`config.mk`:
```
export PLATFORM = sky130hd
export DESIGN_NAME = dual_lfsr_stream_cipher_unit
export DESIGN_NICKNAME = d
export VERILOG_FILES = /design/src/rtl/core/dlsc_pkg.sv /design/src/rtl/core/dlsc_key_regs.sv /design/src/rtl/core/dlsc_lfsr8.sv /design/src/rtl/core/dual_lfsr_stream_cipher_unit.sv
export SDC_FILE = /design/constraint.sdc
export NUM_CORES = 1
export LEC_CHECK = 0
export ABC_AREA = 1
export BUFFER_PORTS_ARGS = -buffer_cell sky130_fd_sc_hd__buf_2
export CAP_MARGIN = 25
export CORE_MARGIN = 2
export CORE_UTILIZATION = 49
export CTS_CLUSTER_SIZE = 30
export DETAILED_ROUTE_END_ITERATION = 16
export PLACE_DENSITY = 0.67
export SYNTH_ARGS = -nofsm -noshare
export SYNTH_HDL_FRONTEND = slang
export SYNTH_SLANG_ARGS = --single-unit
export TNS_END_PERCENT = 5
```
`constraint.sdc`:
```
create_clock -name clk -period 2.5 [get_ports clk]
set_input_delay 0.125 -clock clk [delete_from_list [all_inputs] [get_ports clk]]
set_output_delay 0.125 -clock clk [all_outputs]
set_load 0.02 [all_outputs]
```
`src/rtl/core/dlsc_pkg.sv`:
```
// Shared constants and types of the dual LFSR stream cipher unit.
package dlsc_pkg;

  localparam int SHORT_LEN_DEF = 17;
  localparam int LONG_LEN_DEF  = 25;
  localparam int LEN_MAX       = 32;

  localparam int KEY_W     = 8;
  localparam int KEY_COUNT = 5;
  localparam int CFG_IDX_W = 3;

  localparam logic [KEY_W-1:0] KEY_IDX_LAST = KEY_W'(KEY_COUNT - 1);

  localparam logic [LEN_MAX-1:0] SHORT_TAPS = (LEN_MAX'(1) << 0) | (LEN_MAX'(1) << 14);
  localparam logic [LEN_MAX-1:0] LONG_TAPS  = (LEN_MAX'(1) << 0) | (LEN_MAX'(1) << 3)
                                            | (LEN_MAX'(1) << 4) | (LEN_MAX'(1) << 14);

  typedef enum logic {
    KIND_LOAD = 1'b0,
    KIND_DATA = 1'b1
  } kind_t;

endpackage

```
`src/rtl/core/dlsc_key_regs.sv`:
```
// Key byte registers and the seed words built from them.
module dlsc_key_regs #(
  parameter int SHORT_LEN = dlsc_pkg::SHORT_LEN_DEF,
  parameter int LONG_LEN  = dlsc_pkg::LONG_LEN_DEF
) (
  input  logic                               clk,
  input  logic                               rst,
  input  logic                               cfg_we,
  input  logic [dlsc_pkg::CFG_IDX_W-1:0]     cfg_index,
  input  logic [dlsc_pkg::KEY_W-1:0]         cfg_data,
  output logic [SHORT_LEN-1:0]               short_seed,
  output logic [LONG_LEN-1:0]                long_seed
);

  logic [dlsc_pkg::KEY_W-1:0] key [dlsc_pkg::KEY_COUNT];
  logic [dlsc_pkg::LEN_MAX-1:0] short_full;
  logic [dlsc_pkg::LEN_MAX-1:0] long_full;

  always_ff @(posedge clk) begin
    if (rst) begin
      for (int i = 0; i < dlsc_pkg::KEY_COUNT; i++) begin
        key[i] <= '0;
      end
    end else if (cfg_we && ({5'd0, cfg_index} <= dlsc_pkg::KEY_IDX_LAST)) begin
      key[cfg_index] <= cfg_data;
    end
  end

  // Bit 8 of both seeds is always set.
  assign short_full = dlsc_pkg::LEN_MAX'({key[0], 1'b1, key[1]});
  assign long_full  = dlsc_pkg::LEN_MAX'({key[2], key[3], 1'b1, key[4]});

  assign short_seed = short_full[SHORT_LEN-1:0];
  assign long_seed  = long_full[LONG_LEN-1:0];

endmodule

```
`src/rtl/core/dlsc_lfsr8.sv`:
```
// Eight steps of a right-shifting Fibonacci LFSR and the byte of feedback bits.
module dlsc_lfsr8 #(
  parameter int                           LEN  = dlsc_pkg::SHORT_LEN_DEF,
  parameter logic [dlsc_pkg::LEN_MAX-1:0] TAPS = dlsc_pkg::SHORT_TAPS
) (
  input  logic [LEN-1:0] state,
  output logic [LEN-1:0] state_next,
  output logic [7:0]     ks
);

  localparam logic [LEN-1:0] TAP_MASK = TAPS[LEN-1:0];

  always_comb begin
    logic [LEN-1:0] r;
    logic           fb;
    r  = state;
    ks = '0;
    for (int i = 0; i < 8; i++) begin
      fb    = ^(r & TAP_MASK);
      ks[i] = fb;
      r     = {fb, r[LEN-1:1]};
    end
    state_next = r;
  end

endmodule

```
`src/rtl/core/dual_lfsr_stream_cipher_unit.sv`:
```
// Top level of the dual LFSR stream cipher unit.
//
// Each word on the slave side is either a reload (tuser low), which seeds both LFSRs from the
// five key bytes and gives no output, or a data byte (tuser high), which gives one output word:
// the byte XORed with the mod 256 sum of eight feedback bits from each LFSR. One word is taken
// every cycle unless the input stalls; a data word waits in the input register, then passes
// through the eight unrolled LFSR steps into the output register that drives the master side.
// The input stalls only while a data word waits in the input register behind an output word
// that is held by the master side. The same operation scrambles and descrambles. The user must
// write key bytes through the configuration port only while no word is in flight; the block
// itself does not enforce this. A reload uses the key bytes present when it reaches the LFSRs.
module dual_lfsr_stream_cipher_unit #(
  parameter int SHORT_LEN = dlsc_pkg::SHORT_LEN_DEF,
  parameter int LONG_LEN  = dlsc_pkg::LONG_LEN_DEF
) (
  input  logic                           clk,
  input  logic                           rst,
  input  logic                           s_tvalid,
  output logic                           s_tready,
  input  logic [7:0]                     s_tdata,   // [7:0] data_in
  input  logic [0:0]                     s_tuser,   // [0] kind
  output logic                           m_tvalid,
  input  logic                           m_tready,
  output logic [7:0]                     m_tdata,   // [7:0] data_out
  input  logic                           cfg_we,
  input  logic [dlsc_pkg::CFG_IDX_W-1:0] cfg_index,
  input  logic [dlsc_pkg::KEY_W-1:0]     cfg_data
);

  logic                  in_valid;
  dlsc_pkg::kind_t       in_kind;
  logic [7:0]            in_data;
  logic                  out_valid;
  logic [7:0]            out_data;
  logic [SHORT_LEN-1:0]  short_reg;
  logic [LONG_LEN-1:0]   long_reg;
  logic [SHORT_LEN-1:0]  short_reg_next;
  logic [LONG_LEN-1:0]   long_reg_next;
  logic [SHORT_LEN-1:0]  short_seed;
  logic [LONG_LEN-1:0]   long_seed;
  logic [7:0]            short_ks;
  logic [7:0]            long_ks;
  logic                  process;

  dlsc_key_regs #(
    .SHORT_LEN(SHORT_LEN),
    .LONG_LEN (LONG_LEN)
  ) u_keys (
    .clk       (clk),
    .rst       (rst),
    .cfg_we    (cfg_we),
    .cfg_index (cfg_index),
    .cfg_data  (cfg_data),
    .short_seed(short_seed),
    .long_seed (long_seed)
  );

  dlsc_lfsr8 #(
    .LEN (SHORT_LEN),
    .TAPS(dlsc_pkg::SHORT_TAPS)
  ) u_short (
    .state     (short_reg),
    .state_next(short_reg_next),
    .ks        (short_ks)
  );

  dlsc_lfsr8 #(
    .LEN (LONG_LEN),
    .TAPS(dlsc_pkg::LONG_TAPS)
  ) u_long (
    .state     (long_reg),
    .state_next(long_reg_next),
    .ks        (long_ks)
  );

  // A reload never needs the output register, so it moves on at once.
  assign process  = in_valid && ((in_kind == dlsc_pkg::KIND_LOAD) || !out_valid || m_tready);
  assign s_tready = !in_valid || process;
  assign m_tvalid = out_valid;
  assign m_tdata  = out_data;

  always_ff @(posedge clk) begin
    if (rst) begin
      in_valid  <= 1'b0;
      out_valid <= 1'b0;
      short_reg <= '0;
      long_reg  <= '0;
    end else begin
      if (s_tready) begin
        in_valid <= s_tvalid;
      end
      if (process && (in_kind == dlsc_pkg::KIND_DATA)) begin
        out_valid <= 1'b1;
      end else if (m_tready) begin
        out_valid <= 1'b0;
      end
      if (process) begin
        if (in_kind == dlsc_pkg::KIND_LOAD) begin
          short_reg <= short_seed;
          long_reg  <= long_seed;
        end else begin
          short_reg <= short_reg_next;
          long_reg  <= long_reg_next;
        end
      end
    end
  end

  always_ff @(posedge clk) begin
    if (s_tready && s_tvalid) begin
      in_kind <= dlsc_pkg::kind_t'(s_tuser[0]);
      in_data <= s_tdata;
    end
    if (process && (in_kind == dlsc_pkg::KIND_DATA)) begin
      out_data <= in_data ^ (short_ks + long_ks);
    end
  end

  a_reload_seeds: assert property (@(posedge clk) disable iff (rst)
    (process && (in_kind == dlsc_pkg::KIND_LOAD)) |=>
      (short_reg == $past(short_seed)) && (long_reg == $past(long_seed)))
    else $error("LFSRs not seeded by a reload");

  a_data_gives_word: assert property (@(posedge clk) disable iff (rst)
    (process && (in_kind == dlsc_pkg::KIND_DATA)) |=> out_valid)
    else $error("Data word processed without an output word");

  a_stall_cause: assert property (@(posedge clk) disable iff (rst)
    !s_tready |-> (in_valid && out_valid && !m_tready && (in_kind == dlsc_pkg::KIND_DATA)))
    else $error("Input stalled without a blocked output");

  a_lfsr_hold: assert property (@(posedge clk) disable iff (rst)
    !process |=> ($stable(short_reg) && $stable(long_reg)))
    else $error("LFSR state changed without a processed word");

endmodule
```
==> results of run 1 <==
## repair_timing
| item | in CTS | in global routing |
|---|---|---|
| setup endpoints to repair | 0 | 0 |
| hold buffers | 9 | 0 |
| buffers inserted | 0 | 0 |
| hold endpoints to repair | 9 | 0 |
## layer usage
metal  global-route usage, %  share of wire [%]  vias to the layer above  wire length (um)
li1                        -                  -                     1740                 -
met1                    28.6                 48                     1558              4620
met3                    2.70                4.4                       15               426
met4                    7.90                2.1                        0               206
met2                    31.9                 45                      105              4370
met5                       0                  0                        -                 0
## power groups by stage
stage | Combinational [mW] | Sequential, mW | Clock [mW]
2_1_floorplan | 0.536 | 2.00 | 0
3_3_place_gp | 0.698 | 2.00 | 0
3_5_place_dp | 0.714 | 2.00 | 0
4_1_cts | 0.728 | 1.96 | 1.04
5_1_grt | 0.821 | 1.98 | 1.10
6_report | 0.729 | 1.96 | 1.02
## logic make-up after synthesis
logic type	synth area share [%]
AND/OR/NAND/NOR	15.7
AO/OA/AOI/OAI	12.6
adder cells (fa/ha/maj)	2.06
buffers and inverters	6.13
flip-flops	56.2
XOR/XNOR	7.40
## path summary, 6_finish.rpt
check | start | end | slack [ns] | depth (start not counted)
worst min-delay path | rst | in_valid | 0.03 | 2
worst max register to register | long_reg[5] | m_tdata[6] | 0.22 | 11
worst max-delay path | long_reg[5] | m_tdata[6] | 0.22 | 11
worst min register to register | short_reg[7] | short_reg[7] | 0.47 | 2
## cell type report
type                            instances  area (um2)  area share, %
Timing Repair Buffer                   47         290           5.65
Multi-Input combinational cell        330        1740           33.9
Clock buffer                           10         128           2.48
Clock inverter                          6        63.8           1.24
Inverter                               50         188           3.65
Sequential cell                       101        2590           50.4
Tap cell                              111         139           2.70
## cell usage in the layout (no fill, tap or decap), drive strengths merged
| cell type | instances |
|---|---|
| a31oi | 22 |
| buf | 38 |
| inv | 49 |
| a211oi | 1 |
| o221a | 1 |
| a221oi | 1 |
| xor2 | 18 |
| xnor2 | 18 |
| nand2 | 113 |
| edfxtp | 57 |
| fa | 1 |
| clkinvlp | 1 |
| o21ai | 43 |
| dlygate4sd3 | 9 |
| bufinv | 1 |
| nand4 | 5 |
| nand3 | 9 |
| clkbuf | 10 |
| ha | 6 |
| nand3b | 1 |
| nor2 | 52 |
| clkinv | 5 |
| a21oi | 39 |
| dfxtp | 44 |
## stage by stage
step / instances / util, % / instance area (um2) / hold slack (ns)
2_1_floorplan: 503 / - / 4620 / 0.194
3_3_place_gp: 630 / 52.8 / 4860 / 0.304
3_5_place_dp: 630 / 52.8 / 4860 / 0.303
4_1_cts: 655 / 55.9 / 5140 / 0.0114
5_1_grt: 655 / 55.9 / 5140 / 0.0242
6_report: 655 / 55.9 / 5140 / 0.0326
## Yosys cell counts, types with 2 or more instances
| cell type | number | area, um2 |
|---|---|---|
| a31oi_1 | 22 | 138 |
| dfxtp_1 | 44 | 881 |
| inv_1 | 43 | 161 |
| nand2_1 | 112 | 420 |
| inv_2 | 5 | 18.8 |
| nand3_1 | 9 | 45.0 |
| nor2_1 | 50 | 188 |
| ha_1 | 6 | 75.1 |
| edfxtp_1 | 57 | 1710 |
| a21oi_1 | 38 | 190 |
| o21ai_1 | 26 | 130 |
| clkbuf_1 | 12 | 45.0 |
| xnor2_1 | 18 | 158 |
| buf_2 | 10 | 50.1 |
| clkinv_1 | 2 | 7.51 |
| nand4_1 | 5 | 31.3 |
| o21ai_0 | 17 | 85.1 |
| xor2_1 | 16 | 140 |
## critical path: stages (launching register included)
cell	delay, ns
dfxtp_1	0.36
xor2_1	0.18
xnor2_1	0.27
inv_1	0.10
fa_1	0.44
nand3b_1	0.17
nand2_1	0.12
a21oi_1	0.09
nor2_1	0.09
nor2_1	0.06
xor2_1	0.12
inv_1	0.05
==> metrics.txt, run 1 <==
Ys Warns 0; dpl ws 0.255 ns; CTS tree done; Fin Clk Skew 0.0118 ns; register bit total from synthesis 101; total power 3.72 mW; total number of vias 3418; DRC 0; critical path type flip-flop to flip-flop; final worst slack 0.224 ns; Layout area overhead 11.4%; Synth Net Count 535; drt via density 5.22; Relative slew margins 56.2%; IO Port Bufs 34; Final TNS setup 0 ns; worst slew pin tran 0.655 ns; CTS buffer count 9; ANT nets after route 0; register area share after synthesis 56.2%; Switching Share 29.0%; Die Y 101 um; Req. time, crit path 2.63 ns; Die X 101 um; Overflow after GRT 0; number of detailed-route iterations in the first pass 5; power per standard cell area 723 nW/um2; sequential group share of total power 52.8%; largest net degree at the start of global routing 61; htree depth 3; Max Freq 0.439 GHz; max_cap viols 0; Nets 571; vias in the first global route 3236; antenna violations before repair 0; drt wl/cell 14.7 um; layout cell share with drive strength beyond 1 11.8%; initial DRC count 244; crit-path max FO 4; CTS Root Cell clkbuf_8; sw power 1.08 mW; Total GRT Usage 20.3%; CTS sink cnt 101; Final GP Congestion 0.846; cell internal pwr 2.64 mW; mapped cell area 4620 um2; P_leak 2.14 nW; Post-synth EDFFs 57; first-pass GRT wire length 16000 um; Antenna Cells 0; Final period util 91.0%; CORE AREA 9200 um2; Final setup viols 0; Hold Vio Cnt, Final 0; Unique masters post-synth 29; CP endpoint kind flip-flop; outcome finished clean; Startpoint Class flip-flop; deepest clock path buffer count 2; Logic pwr share 19.6%; PostCTS Resize Cnt 0; RSZ-0062 raised after global routing false; Cells after Synth 503; clock-pin slew of the registers on the worst-case setup and hold paths 0.09 ns; Ports 35; Die Footprint 10200 um2; Rows 35; post-DP HPWL 6760 um; Initial Util 50.2%; Worst-Skew Late Latency 0.37 ns; Clk pwr share 27.6%; ys async rst share 0%; DRT Wirelength 9620 um; max reg flops 40; VDD IR-drop max 0.375 mV; Tightest Hold Check Type input pin to flip-flop; Synth Flop Type edfxtp_1; Crit path arrival time 2.40 ns; fill cell count 841; Slew Viols, Final 0; Tmin final 2.28 ns; Mapped Avg Cell Area 9.18 um2
(Power assumes the default switching activity.)
==> run 2, diff against run 1 <==
--- a/config.mk
+++ b/config.mk
@@ -10,2 +10,3 @@
 export CAP_MARGIN = 25
+export CORE_ASPECT_RATIO = 0.5
 export CORE_MARGIN = 2
==> constraint.sdc (replaced) <==
create_clock -name clk -period 2.5 [get_ports clk]
set_input_delay 0.25 -clock clk [delete_from_list [all_inputs] [get_ports clk]]
set_output_delay 0.25 -clock clk [all_outputs]
set_load 0.02 [all_outputs]
==> metrics.txt, run 2 (synthesis gave the netlist of run 1 again) <==
RR Startpoint long_reg[5]; number of hold buffers added after CTS 0; CTS tree done; Slew Viols, Final 0; outcome finished clean; CORE AREA 8920 um2; Worst-Skew Late Latency 0.36 ns; area post-placement 4890 um2; first-pass GRT wire length 15800 um; Fin Clk Skew 0.00836 ns; Hold Worst Slack 0.0694 ns; final core utilization 58.4%; placed instance count 639; worst slew pin tran 0.635 ns; crit path capture m_tdata[6]; VDD IR-drop max 0.381 mV; clock-pin slew of the registers on the worst-case setup and hold paths 0.07 ns; Nets 565; number of detailed-route iterations in the first pass 4; register area 2590 um2; PostCTS Resize Cnt 0; antenna violations before repair 0; Crit path arrival time 2.38 ns; commonest non-fill, non-tap cell in the layout nand2_1; Post-Layout Inst Area 5210 um2; Tightest Hold Check Type input pin to flip-flop; IO Port Bufs 34; crit-path cells xor2_1, xnor2_1, inv_1, fa_1, nand3b_1, nand2_1, a21oi_1, nor2_1, nor2_1, xor2_1, inv_1; fill cell count 778; DRC 0; Final period util 91.0%; Relative slew margins 57.6%; critical path launch point long_reg[5]; Max Freq 0.440 GHz; leading cell types in the layout, fill and taps excluded nand2_1 (112), edfxtp_1 (57), nor2_1 (50), dfxtp_1 (44), inv_1 (43); Die Y 72.6 um; power per standard cell area 803 nW/um2; FF-to-FF End m_tdata[6]; Multi-input gate area 1740 um2; Startpoint Class flip-flop; Final TNS setup 0 ns; layout cell share with drive strength beyond 1 12.8%; P_leak 2.19 nW; largest net degree at the start of global routing 43; worst-case reg-to-reg path depth 11; Total GRT Usage 20.8%; CTS buffer count 9; Overflow after GRT 0; Initial Util 51.8%; initial DRC count 276; htree depth 3; Die Footprint 10300 um2; RSZ-0062 raised after global routing false; crit-path max FO 4; Final GP Congestion 0.808; vias in the first global route 2885; DRT Wirelength 10200 um; Rows 24; Die X 141 um; CTS sink cnt 101; max reg flops 40; post-DP HPWL 7160 um; Hold Vio Cnt, Final 0; reg2reg setup slack 0.23 ns; drt wl/cell 15.5 um; CTS Root Cell clkbuf_16; final std cells w/o fill 655; ANT nets after route 0; slowest CP cell fa_1; Final setup viols 0; Req. time, crit path 2.61 ns; Setup Buffers After CTS 0; Tmin final 2.27 ns; total number of vias 3439; CP endpoint kind flip-flop; drt via density 5.25; critical path's largest stage delay 0.43 ns; deepest clock path buffer count 2; Ports 35; critical path type flip-flop to flip-flop; Layout area overhead 12.9%; max_cap viols 0; Antenna Cells 0
## run 2: changes by cell type in the layout (fill, tap and decap cells not counted)
cell / previous run / this run
buf_4: 4 / 7
clkbuf_1: 1 / 0
clkinvlp_4: 1 / 0
inv_6: 1 / 3
dlygate4sd3_1: 9 / 0
clkinv_1: 3 / 2
clkbuf_8: 9 / 0
clkinv_8: 0 / 1
clkbuf_16: 0 / 9
clkinv_4: 1 / 0
inv_8: 0 / 2
clkinv_2: 1 / 0
## run 2: worst min-delay path by stage
stage / from / end / slack (ns) / depth (start not counted)
finish: s_tdata[1] / in_data[1] / 0.07 / 1
global route: s_tdata[5] / in_data[5] / 0.06 / 1
CTS: s_tdata[5] / in_data[5] / 0.06 / 1
detailed placement: s_tdata[1] / in_data[1] / 0.43 / 1
global placement: s_tdata[1] / in_data[1] / 0.43 / 1
floorplan: rst / in_valid / 0.32 / 1
## run 2: power breakdown
group | leakage, nW | internal [mW] | switching, mW
combinational | 1.12 | 0.275 | 0.451
clock | 0.158 | 0.810 | 0.684
sequential | 0.907 | 1.89 | 0.0701
total | 2.19 | 2.98 | 1.20
## run 2: layout make-up
type,count,area share (%)
repair buffers,41,4.27
well taps,117,2.81
flip-flops and latches,101,49.8
multi-input cells,330,33.4
inverters,50,3.60
clock inverters,7,1.83
clock buffers,9,4.32
## run 2: worst max-delay path: cells and delay by family, from the launching register on
family          cells  cell delay [ns]
compound gates      1             0.07
flops               1             0.42
simple gates        4             0.40
buf+inv             2             0.16
fa+ha+maj           1             0.43
xor+xnor            3             0.52
## run 2: per-layer routing
layer | track usage [%] | share of wire, % | vias up
li1 | - | - | 1738
met1 | 34.8 | 54 | 1570
met2 | 25.6 | 37 | 122
met3 | 5.12 | 8.0 | 9
met4 | 5.67 | 1.0 | 0
met5 | 0 | 0 | -
## run 2: through the flow
| stage | setup slack (ns) | power (mW) |
|---|---|---|
| after floorplan | 0.433 | 2.53 |
| after global placement | 0.288 | 2.71 |
| after detailed placement | 0.233 | 2.72 |
| after CTS | 0.218 | 4.19 |
| after global routing | 0.0813 | 4.36 |
| final | 0.226 | 4.18 |
==> run 3, diff against run 2 <==
CTS_CLUSTER_DIAMETER = 50   (was default)
PLACE_DENSITY = 0.76   (was 0.67)
clock period = 2.12 ns   (was 2.5 ns; I/O delays follow)
==> metrics.txt, run 3 (synthesis gave the netlist of run 1 again) <==
Fin Clk Skew 0.00939 ns; max layer used met4; Rows 24; Tmin final 2.16 ns; Layout area overhead 22.5%; final core utilization 63.4%; largest net degree at the start of global routing 43; fill cell count 684; register area 2610 um2; critical path launch point long_reg[6]; min-delay src s_tdata[0]; RSZ-0062 raised after global routing true; Worst-Skew Late Latency 0.36 ns; layout cell share with drive strength beyond 1 24.1%; Multi-input gate area 1980 um2; Antenna Cells 0; htree depth 3; drt wl/cell 16.6 um; antenna violations before repair 0; commonest non-fill, non-tap cell in the layout nand2_1; Final setup viols 2; Nets 592; CORE AREA 8920 um2; reg2reg setup slack -0.04 ns; max_cap viols 0; Initial Util 51.8%; max reg flops 40; power per standard cell area 916 nW/um2; Final GP Congestion 0.896; drt via density 5.44; Overflow after GRT 0; Req. time, crit path 2.23 ns; critical path type flip-flop to flip-flop; Final period util 102%; clock-pin slew of the registers on the worst-case setup and hold paths 0.07 ns; post-DP HPWL 7500 um; DRT Wirelength 11300 um; routed wl met3 1070 um; crit-path cells xor2_2, xnor2_2, ha_1, nand3b_1, nand2_2, a21oi_2, nor2_1, nor2_1, xor2_1, inv_1; outcome finished with violations; ANT nets after route 0; total number of vias 3707; Ports 35; sequential group share of total power 45.0%; leading cell types in the layout, fill and taps excluded nand2_1 (105), edfxtp_1 (57), nor2_1 (49), inv_1 (43), a21oi_1 (35); CTS Root Cell clkbuf_16; WP buf/inv 1; Metal-1 WL 5290 um; final worst slack -0.0392 ns; number of detailed-route iterations in the first pass 7; most used cell, CP nor2_1; Die Footprint 10300 um2; Switching Share 30.1%; Clk pwr share 31.2%; area post-placement 5030 um2; CTS buffer count 9; initial DRC count 341; CP endpoint kind flip-flop; Die X 141 um; IO Port Bufs 34; crit-path max FO 4; slowest CP cell dfxtp_1; Die Y 72.6 um; RR Startpoint long_reg[6]; Max Freq 0.463 GHz; Post-Layout Inst Area 5650 um2; VDD IR-drop max 0.404 mV; DRC 0; sw power 1.56 mW; deepest clock path buffer count 2; P_leak 2.38 nW; Logic pwr share 23.8%; critical path's largest stage delay 0.48 ns; Hold Vio Cnt, Final 0; cell internal pwr 3.62 mW; Total GRT Usage 21.7%; worst slew pin tran 0.648 ns; Startpoint Class flip-flop; routed wire length on met2 4780 um; CTS tree done; failing checks negative setup slack; Tightest Hold Check Type input pin to flip-flop; Crit path arrival time 2.27 ns; Relative slew margins 56.7%; first-pass GRT wire length 16700 um; vias in the first global route 3193; Slew Viols, Final 0; crit-path leading delay family flip-flops; CTS sink cnt 101
## run 3: changes by cell type in the layout (fill, tap and decap cells not counted), sizes merged
| cell | change |
|---|---|
| buf | +27 |
| clkinv | +2 |
| inv | -2 |
| bufinv | -1 |
| clkbuf | +1 |
## run 3: cell type report
class,count,share of cell area [%]
Multi-Input combinational cell,330,35.0
Timing Repair Buffer,68,7.66
Sequential cell,101,46.2
Clock buffer,10,4.05
Tap cell,117,2.59
Inverter,50,3.36
Clock inverter,6,1.11
## run 3: worst reg2reg max path: cells and delay by family, from the launching register on
family,cells,cell delay (ns)
simple gates,4,0.40
buf+inv,1,0.05
flops,1,0.48
fa+ha+maj,1,0.36
xor+xnor,3,0.47
compound gates,1,0.15
## run 3: per-stage QoR
stage	cells	setup slack, ns	hold slack (ns)	power [mW]	setup TNS [ns]
after floorplan	503	0.0535	0.281	2.99	0
after global placement	658	0.0317	0.393	3.27	0
after detailed placement	658	-0.105	0.391	3.30	-0.130
after CTS	675	0.000226	0.0308	4.91	0
after global routing	682	-0.142	0.0319	5.37	-0.342
final	682	-0.0392	0.0333	5.18	-0.0671
## run 3: power groups by stage
stage,clock network [mW],registers (mW),logic [mW]
5_1_grt,1.68,2.34,1.34
3_5_place_dp,0,2.36,0.949
6_report,1.61,2.33,1.23
4_1_cts,1.62,2.32,0.974
2_1_floorplan,0,2.36,0.632
3_3_place_gp,0,2.35,0.921
## run 3: metal layers
layer	GRT usage, %	up-vias
li1	-	1783
met4	5.67	0
met5	0	-
met2	31.2	182
met3	6.56	17
met1	32.0	1725
## run 3: path summary, 6_finish.rpt
kind / to / cells past startpoint
hold reg to reg: short_reg[5] / 2
setup reg to reg: m_tdata[6] / 10
hold / removal: in_data[0] / 1
setup / recovery: m_tdata[6] / 10
## run 3: repair_timing
item,CTS,global route
setup endpoints to repair,3,4
pin swaps,3,22
hold buffers,0,0
gates cloned,0,0
buffers inserted,1,7
gates resized for setup,8,46
